`src/sdm_pkg.sv`:
```
// shared types and constants of the sdram device model
`default_nettype none
package sdm_pkg;

	localparam int BANK_N = 4;

	// register indexes on the configuration port
	localparam logic [1:0] REG_POWER_UP_WAIT   = 2'd0;
	localparam logic [1:0] REG_REFRESH_LIMIT   = 2'd1;
	localparam logic [1:0] REG_BANK_OPEN_LIMIT = 2'd2;

	localparam logic [15:0] POWER_UP_WAIT_RST   = 16'd1000;
	localparam logic [23:0] REFRESH_LIMIT_RST   = 24'd65536;
	localparam logic [23:0] BANK_OPEN_LIMIT_RST = 24'd65536;

	// init sequence phases
	localparam logic [2:0] PH_WAIT   = 3'd0;
	localparam logic [2:0] PH_PRE    = 3'd1;
	localparam logic [2:0] PH_REF1   = 3'd2;
	localparam logic [2:0] PH_REF2   = 3'd3;
	localparam logic [2:0] PH_MODE   = 3'd4;
	localparam logic [2:0] PH_MRD    = 3'd5;
	localparam logic [2:0] PHASE_RUN = 3'd6;

	// timing waits
	localparam logic [15:0] T_RP  = 16'd3;
	localparam logic [15:0] T_RC  = 16'd9;
	localparam logic [15:0] T_MRD = 16'd2;
	localparam logic [15:0] T_WR  = 16'd2;

	localparam int           AP_BIT    = 10;
	localparam logic [12:0]  MODE_WORD = 13'h021;
	localparam logic [15:0]  LOW_BYTE  = 16'h00ff;
	localparam logic [15:0]  HIGH_BYTE = 16'hff00;

	// byte mask codes
	localparam logic [1:0] MASK_NONE = 2'd0;
	localparam logic [1:0] MASK_LOW  = 2'd1;
	localparam logic [1:0] MASK_HIGH = 2'd2;

	// error codes
	localparam logic [2:0] ERR_OK        = 3'd0;
	localparam logic [2:0] ERR_REFRESH   = 3'd1;
	localparam logic [2:0] ERR_OPEN_LONG = 3'd2;
	localparam logic [2:0] ERR_BAD_CMD   = 3'd3;
	localparam logic [2:0] ERR_ACT_BUSY  = 3'd4;
	localparam logic [2:0] ERR_CLOSED    = 3'd5;
	localparam logic [2:0] ERR_INIT      = 3'd6;
	localparam logic [2:0] ERR_MODE      = 3'd7;

	typedef struct packed {
		logic [15:0] power_up_wait;
		logic [23:0] refresh_limit;
		logic [23:0] bank_open_limit;
		logic        wait_reload;
	} cfg_t;

endpackage
`default_nettype wire

```
`src/sdm_cfg.sv`:
```
// apb configuration registers
`default_nettype none
module sdm_cfg (
	input  wire logic         clk,
	input  wire logic         arst_n,
	input  wire logic         psel,
	input  wire logic         penable,
	input  wire logic         pwrite,
	input  wire logic [3:0]   paddr,
	input  wire logic [31:0]  pwdata,
	output logic      [31:0]  prdata,
	output logic              pready,
	output sdm_pkg::cfg_t     cfg
);
	import sdm_pkg::*;

	logic [15:0] puw_q;
	logic [23:0] rlimit_q;
	logic [23:0] blimit_q;
	logic        reload;
	logic        wr_en;

	assign pready = 1'b1;
	assign wr_en  = psel && penable && pwrite && pready;

	always_ff @(posedge clk or negedge arst_n) begin
		if (!arst_n) begin
			puw_q    <= POWER_UP_WAIT_RST;
			rlimit_q <= REFRESH_LIMIT_RST;
			blimit_q <= BANK_OPEN_LIMIT_RST;
		end else if (wr_en) begin
			case (paddr[3:2])
				REG_POWER_UP_WAIT:   puw_q    <= pwdata[15:0];
				REG_REFRESH_LIMIT:   rlimit_q <= pwdata[23:0];
				REG_BANK_OPEN_LIMIT: blimit_q <= pwdata[23:0];
				default: ;
			endcase
		end
	end

	// reload strobe for the init wait counter, same edge as the write
	assign reload = wr_en && (paddr[3:2] == REG_POWER_UP_WAIT);

	always_comb begin
		case (paddr[3:2])
			REG_POWER_UP_WAIT:   prdata = {16'd0, puw_q};
			REG_REFRESH_LIMIT:   prdata = {8'd0, rlimit_q};
			REG_BANK_OPEN_LIMIT: prdata = {8'd0, blimit_q};
			default:             prdata = 32'd0;
		endcase
	end

	assign cfg.power_up_wait   = puw_q;
	assign cfg.refresh_limit   = rlimit_q;
	assign cfg.bank_open_limit = blimit_q;
	assign cfg.wait_reload     = reload;
endmodule
`default_nettype wire

```
`config.mk`:
```
export PLATFORM = sky130hd
export DESIGN_NAME = sdm_cfg
export DESIGN_NICKNAME = d
export VERILOG_FILES = /design/src/sdm_pkg.sv /design/src/sdm_cfg.sv
export SDC_FILE = /design/constraint.sdc
export NUM_CORES = 1
export LEC_CHECK = 0
export ABC_AREA = 1
export BUFFER_PORTS_ARGS = -buffer_cell sky130_fd_sc_hd__buf_4
export CAP_MARGIN = 10
export CORE_MARGIN = 2
export CORE_UTILIZATION = 35
export DETAILED_ROUTE_END_ITERATION = 6
export GPL_ROUTABILITY_DRIVEN = 0
export HOLD_SLACK_MARGIN = 0.05
export PLACE_DENSITY = 0.65
export SLEW_MARGIN = 20
export SYNTH_ARGS = -nofsm -noshare
export SYNTH_HDL_FRONTEND = slang
export SYNTH_SLANG_ARGS = --single-unit
export TNS_END_PERCENT = 5
```
`constraint.sdc`:
```
create_clock -name clk -period 0.9 [get_ports clk]
set_clock_uncertainty 0.15 [all_clocks]
set_input_delay 0 -clock clk [delete_from_list [all_inputs] [get_ports clk]]
set_output_delay 0 -clock clk [all_outputs]
set_load 0.01 [all_outputs]
```
==> impl_summary.txt, run 1 <==
----------------------------------------------------
[STA]
  Period utilization ... 141.7%
  Unrepaired setup endpoints after global routing ... yes
  Sum of negative setup slack ... -16850 ps
  Final number of setup-violating endpoints ... 88
  F_max ... 784.4 MHz
  Min Tclk post-route ... 1275 ps
  Count of final max-slew check failures ... 0
  Post-route setup slack ... -374.9 ps
  Final Hold Vio Count ... 0

[Setup path]
  Largest stage delay on the critical path ... 560 ps
  WP buf/inv ... 1
  Largest fanout of any net on the critical path ... 3
  Category of the critical setup timing path ... flip-flop to primary output
  Ordered list of cells on the worst path ... nand2_1 > nand3_1 > buf_4
  Register-to-register path setup slack ... around 20 ps
  Logic depth of the worst register-to-register path ... 2
  Reg-to-Reg End ... rlimit_q[16]$_DFFE_PN1P_
  Required time of the critical path ... ~750 ps
  Critical path endpoint category ... primary output
  Start of the worst register-to-register path ... rlimit_q[16]$_DFFE_PN1P_
  Launching element type of the critical path ... flip-flop
  Family with the most delay on the worst path ... flip-flops
  Arrival time worst endpoint ... 1120 ps
  Crit-path slowest cell ... dfstp_2

[Layout]
  Final Instance Count excl. Fillers ... 656
  Layout Cell Area excl Fill ... 4805 um2
  Number of nets at the end of the flow ... ~590
  Share of final-layout standard cells stronger than drive strength 1 ... 32.67%
  Total of fill cells in the finished design ... 751
  ANT cells ... 0
  Area overhead of the layout relative to synthesis ... 59.40%
  Post-layout utilization of the core ... 57.89%

[Clocking]
  TritonCTS sink count ... 64
  Master cell of the clock root buffer ... clkbuf_8
  Insertion delay of the later-clocked pin in the worst-skew pair ... 330 ps
  H-tree depth reported by CTS ... 3
  CTS tree ... yes
  Buffer depth of the longest clock path ... 2
  Total CTS buffers ... 9
  Clock slew seen by the registers of the worst setup and hold paths ... approximately 70 ps

[Global routing]
  Global-route wire length before repair ... 15.25 mm
  Antenna violations before repair ... 0
  Congestion Overflow GR ... 0
  Number of global-route vias before repair ... 3004
  GRT Total Usage ... 20.06%
  Largest net degree at the start of global routing ... 65

[Placed design]
  Buffers added on ports ... 119
  Dpl cells ... 613
  Placed wire-length estimate after detailed placement ... 6.230 mm
  Post-Place Cell Area ... 4100 um2

[Route]
  Detailed Route Iter0 Violations ... 100
  Number of detailed-route iterations in the first pass ... 4
  DR vias ... 2990
  Total wire length ... 9.106 mm
  Via count normalized by instance count ... 4.558
  Routed length per instance ... between 10 and 15 um
  Routed Antenna Nets ... 0
  Total DRC errors in the routed layout ... 0

[Yosys]
  Share of synthesized cell area in full adder, half adder and majority cells ... 0%
  Number of warnings issued by yosys ... 0
  Mean cell area of the mapped netlist ... 7.748 um2
  Distinct cells, synth ... 16
  Dominant combinational cell family by area after synthesis ... simple AND/OR/NAND/NOR gates
  Fraction of the mapped netlist area in compound gates ... 0%
  Synthesized instance count ... between 300 and 400
  Count of flip-flops with a built-in enable after synthesis ... 0
  Area of the mapped netlist ... 3014 um2
  Main synth FF type ... dfrtp_1
  Mux contribution to synthesized area ... 0%
  Sequential-to-total area share from yosys stat ... 53.47%
  Flop and latch count out of synthesis ... 64
  Fraction of the mapped netlist area in simple logic gates ... 39.02%
  Async set or reset register ratio after synthesis ... 100.0%
  Parity-gate share of the synthesized area counting xor and xnor cells ... 0%

[Worst hold path]
  Min-Delay Path Depth ... 6
  Endpoint with the worst hold slack ... puw_q[4]$_DFFE_PN0P_
  Class of the worst hold path ... input pin to flip-flop
  Hold path startpoint ... paddr[2]

[Die]
  X dimension of the die ... 96.80 um
  Number of standard-cell rows in the floorplan ... 33
  Area of the core ... 8299 um2
  Effective utilization at floorplan ... 36.32%
  Full die area ... 9370 um2
  I/O pin cnt ... 139
  Die Y ... 96.80 um

[Run]
  Number of max-capacitance violations reported ... 0

[Outcome]
  Run status ... finished with violations
  Violated checks ... setup timing

[Power]
  Power density relative to cell area ... slightly below 2000 nW/um2
  Leakage power figure ... 2.645 nW
  Sum of internal, switching and leakage power ... 9.380 mW
  Max VDD drop ... 0.0009387 V

----------------------------------------------------
[cell type report]
cell class	count	area [um2]	area share [%]
Multi-Input combinational cell	302	1250	26.02
Clock buffer	14	152.6	3.177
Timing Repair Buffer	164	1630	33.93
Inverter	5	18.77	0.3906
Tap cell	105	131.4	2.734
Sequential cell	64	1612	33.54
Clock inverter	2	10.01	0.2083
[synthesized netlist by cell type (2+ instances only)]
library cell  count  area, um2
nand2_1         268       1006
dfrtp_1          56       1401
nand3_1          16      80.08
buf_4            14      105.1
dfstp_2           8      210.2
buf_6             6      67.56
buf_2             4      20.02
nor2_4            4      45.04
inv_2             3      11.26
conb_1            2      7.510
inv_1             2      7.510
nand2_4           2      22.52
[registers in the layout, indices dropped and copies added (netlist names)]
register  count
puw_q        16
blimit_q     24
rlimit_q     24
[logic make-up after synthesis]
kind of cell,Yosys count
simple gates,293
other cells,2
buf+inv,30
flops,64
[report_power, final]
part	leakage, nW	total (mW)	internal, mW	switching (mW)
Sequential	0.795	4.16	3.52	0.635
Clock	0.0844	2.09	1.07	1.02
Combinational	1.77	3.14	1.79	1.35
[metrics by stage]
step                      hold slack, ps  setup WS (ps)
after floorplan                   -445.6          27.78
after global placement            -123.1         -224.7
after detailed placement          -123.9         -242.9
after CTS                          20.90         -390.2
after global routing               52.00         -422.1
final                              27.71         -374.9
[layer usage]
layer | track usage (%) | wire, um | vias up
met5 | 0 | 0 | -
met4 | 7.042 | 143 | 0
met3 | 4.408 | 549 | 12
met2 | 32.80 | 4463 | 113
met1 | 26.28 | 3949 | 1389
li1 | - | - | 1476
[cells in the final DEF (no fill, tap or decap)]
master,instances
clkinv_2,2
buf_12,8
clkbuf_1,4
clkbuf_8,10
nand2_1,266
inv_2,3
nand2_4,2
nor2_4,4
dfstp_2,8
nand3_2,8
nand2_2,3
inv_1,2
nand3_1,9
buf_6,63
dlygate4sd3_1,25
nor2_2,1
dfrtp_1,56
conb_1,9
buf_4,68
[repair_timing]
action / CTS / global route
resized for setup: 51 / 21
pin swaps: 39 / 15
endpoints found under the hold margin: 128 / 0
hold buffers: 25 / 0
buffers inserted: 1 / 1
setup endpoints to repair: 89 / 91
[worst register-to-register path: stages, from the launching register on]
cell	delay (ps)
dfstp_2	550
nand2_1	50
nand2_1	70
[how the worst max path moves through the flow]
stage / start / endpoint / slack (ps) / cells after the start
global placement: paddr[2] / blimit_q[18]$_DFFE_PN0P_ / -220 / 7
finish: puw_q[6]$_DFFE_PN1P_ / prdata[6] / -370 / 3
detailed placement: paddr[2] / blimit_q[18]$_DFFE_PN0P_ / -240 / 7
global route: puw_q[6]$_DFFE_PN1P_ / prdata[6] / -420 / 3
CTS: puw_q[5]$_DFFE_PN1P_ / prdata[5] / -390 / 3
floorplan: puw_q[5]$_DFFE_PN1P_ / prdata[5] / 30 / 2
Note: power is estimated with default switching activity, not from simulation.
==> run 2, diff against run 1 <==
- BUFFER_PORTS_ARGS: -buffer_cell sky130_fd_sc_hd__buf_4 -> unset
- CORE_UTILIZATION: 35 -> 63
- DONT_BUFFER_PORTS: unset -> 1
- PLACE_DENSITY: 0.65 -> 0.81
==> run 2 against run 1 <==
Net effect:
- the run ends with hold timing, setup timing left
- sequential cell count unchanged
- sequential power up 3%
- critical path depth down 1
- design area down 17%
- final cell count down 22%
- non-clock buffer count down 91
- global-route usage up 12 points
- sequential share of layout area up 7.1 points
- hold slack worse by 810 ps
- largest power group unchanged
==> impl_summary.txt, run 2 (same netlist as run 1, synthesis figures left out) <==
----------------------------------------------------
[Outcome]
  Run status ... finished with violations
  Violated checks ... hold timing, setup timing

[Placed design]
  Post-Place Worst Slack ... -42.97 ps (+199.9 ps)
  Buffers added on ports ... 0 (-100%)
  Placed wire-length estimate after detailed placement ... 5.116 mm (-18%)
  Dpl cells ... 473 (-23%)
  Post-Place Cell Area ... 3318 um2 (-19%)

[Die]
  Full die area ... 5354 um2 (-43%)
  Area of the core ... 4661 um2 (-44%)
  Die Y ... 73.17 um (-24%)
  Effective utilization at floorplan ... 64.67% (+28 points)
  X dimension of the die ... 73.17 um (-24%)
  Number of standard-cell rows in the floorplan ... 25 (-24%)
  I/O pin cnt ... 139 (unchanged)

[Setup path]
  Largest stage delay on the critical path ... 560 ps (about the same)
  Required time of the critical path ... 750 ps (about the same)
  Arrival time worst endpoint ... 1040 ps (-80 ps)
  Crit-path slowest cell ... dfstp_2
  Category of the critical setup timing path ... flip-flop to primary output
  Critical path endpoint category ... primary output
  Launching element type of the critical path ... flip-flop
  Largest fanout of any net on the critical path ... 3 (unchanged)
  Ordered list of cells on the worst path ... nand2_1 > nand3_2
  Register-to-register path setup slack ... -80 ps (-100 ps)

[Clocking]
  Insertion delay of the later-clocked pin in the worst-skew pair ... 320 ps (about the same)
  Number of hold buffers added after CTS ... 24 (-4.0%)
  Total CTS buffers ... 9 (unchanged)
  CTS tree ... yes
  Clock slew seen by the registers of the worst setup and hold paths ... 60 ps (about the same)
  Master cell of the clock root buffer ... clkbuf_8
  Buffer depth of the longest clock path ... 2 (unchanged)
  TritonCTS sink count ... 64 (unchanged)
  H-tree depth reported by CTS ... 3 (unchanged)

[STA]
  Unrepaired setup endpoints after global routing ... yes
  Post-route setup slack ... -288.9 ps (+86.00 ps)
  Count of final max-slew check failures ... 0 (unchanged)
  Period utilization ... 132.1% (-9.6 points)
  Final Hold Vio Count ... 86 (+86)
  Final number of setup-violating endpoints ... 91 (+3.4%)
  Min Tclk post-route ... 1189 ps (-86.00 ps)
  F_max ... 841.1 MHz (+7.2%)
  Final-layout worst hold slack ... -787.2 ps (-814.9 ps)

[Global routing]
  Congestion Overflow GR ... 0 (unchanged)
  GRT Total Usage ... 32.33% (+12 points)
  Global-route wire length before repair ... 13.05 mm (-14%)
  Largest net degree at the start of global routing ... 65 (unchanged)
  Number of global-route vias before repair ... 2791 (-7.1%)
  Antenna violations before repair ... 0 (unchanged)

[Route]
  Routed Antenna Nets ... 0 (unchanged)
  Via count normalized by instance count ... 5.537 (+21%)
  DR vias ... 2846 (-4.8%)
  Detailed Route Iter0 Violations ... 285 (+190%)
  Total DRC errors in the routed layout ... 0 (unchanged)
  Routed length per instance ... 16.64 um (+20%)
  Total wire length ... 8.551 mm (-6.1%)
  Number of detailed-route iterations in the first pass ... 5 (+1)

[Layout]
  Regs by FF count ... blimit_q: 24 flops, rlimit_q: 24 flops, puw_q: 16 flops
  Area overhead of the layout relative to synthesis ... 32.46%
  ANT cells ... 0 (unchanged)
  Area of the multi-input gates ... 1320 um2 (+5.6%)
  Combined flip-flop and latch cell area ... 1622 um2 (+0.62%)
  Share of final-layout standard cells stronger than drive strength 1 ... 26.09% (-6.6 points)
  Most common cell after layout, fill and taps aside ... nand2_1
  Final Instance Count excl. Fillers ... 514 (-22%)
  Number of nets at the end of the flow ... 496 (-16%)
  Commonest non-fill, non-tap cells in the layout ... nand2_1 (256), dfrtp_1 (48), buf_6 (26)
  Layout Cell Area excl Fill ... 3993 um2 (-17%)
  Total of fill cells in the finished design ... 257 (-66%)

[Power]
  Leakage power figure ... 2.204 nW (-17%)
  Power density relative to cell area ... 2202 nW/um2 (+13%)
  Max VDD drop ... 0.001820 V (+94%)

[Run]
  Number of max-capacitance violations reported ... 0 (unchanged)

[Worst hold path]
  Class of the worst hold path ... input pin to async pin

----------------------------------------------------
[run 2: changes by cell type in the layout (fill, tap and decap cells not counted), sizes merged]
cell | before | now
buf | 139 | 49
bufinv | 0 | 1
dlygate4sd3 | 25 | 24
clkbuf | 14 | 13
[run 2: power by group]
part	internal, mW	switching [mW]	leakage, nW	total (mW)
Sequential	3.54	0.746	0.785	4.28
Combinational	0.975	1.01	1.31	1.99
Clock	1.50	1.03	0.109	2.52
Total	6.01	2.78	2.20	8.79
[run 2: area by class of cell]
type / count / area share (%)
Tap cell: 54 / 1.692
Timing Repair Buffer: 73 / 18.93
Inverter: 5 / 0.4701
Clock inverter: 3 / 1.003
Clock buffer: 13 / 4.231
Multi-Input combinational cell: 302 / 33.06
Sequential cell: 64 / 40.61
[run 2: metal layers]
layer / up-vias / global-route usage (%) / part of all wire (%)
met2: 164 / 57.16 / 54
met1: 1369 / 37.57 / 36
met3: 26 / 7.459 / 7.9
met4: 0 / 13.17 / 2.2
li1: 1287 / - / -
met5: - / 0 / 0
[run 2: metrics by stage]
stage	power (mW)	utilization [%]	setup TNS [ps]	hold slack, ps
floorplan	5.090	-	0	-445.6
global placement	5.753	71.19	-181.1	-444.1
detailed placement	5.846	71.19	-742.1	-444.2
CTS	8.714	84.97	-11010	-795.5
global route	9.202	85.66	-13490	-803.5
finish	8.793	85.66	-10840	-787.2
[run 2: repair_timing]
item                       CTS  global route
setup endpoints to repair   89            96
setup buffers                1             0
resized for setup           47            15
pin swaps                   42             5
hold endpoints to repair   128           123
[run 2: path summary, 6_finish.rpt]
kind / to / from / depth (start not counted)
setup / recovery: prdata[3] / puw_q[3]$_DFFE_PN1P_ / 2
hold / removal: rlimit_q[1]$_DFFE_PN0P_ / arst_n / 0
setup reg to reg: puw_q[9]$_DFFE_PN1P_ / puw_q[9]$_DFFE_PN1P_ / 3
hold reg to reg: rlimit_q[16]$_DFFE_PN1P_ / rlimit_q[16]$_DFFE_PN1P_ / 2
max in group asynchronous: puw_q[6]$_DFFE_PN1P_ / arst_n / 0
min in group clk: puw_q[8]$_DFFE_PN1P_ / paddr[3] / 6
[run 2: critical path, delay by kind of cell (launching register included)]
kind | cells | cell delay, ps
and+or+nand+nor | 2 | 160
DFF | 1 | 560
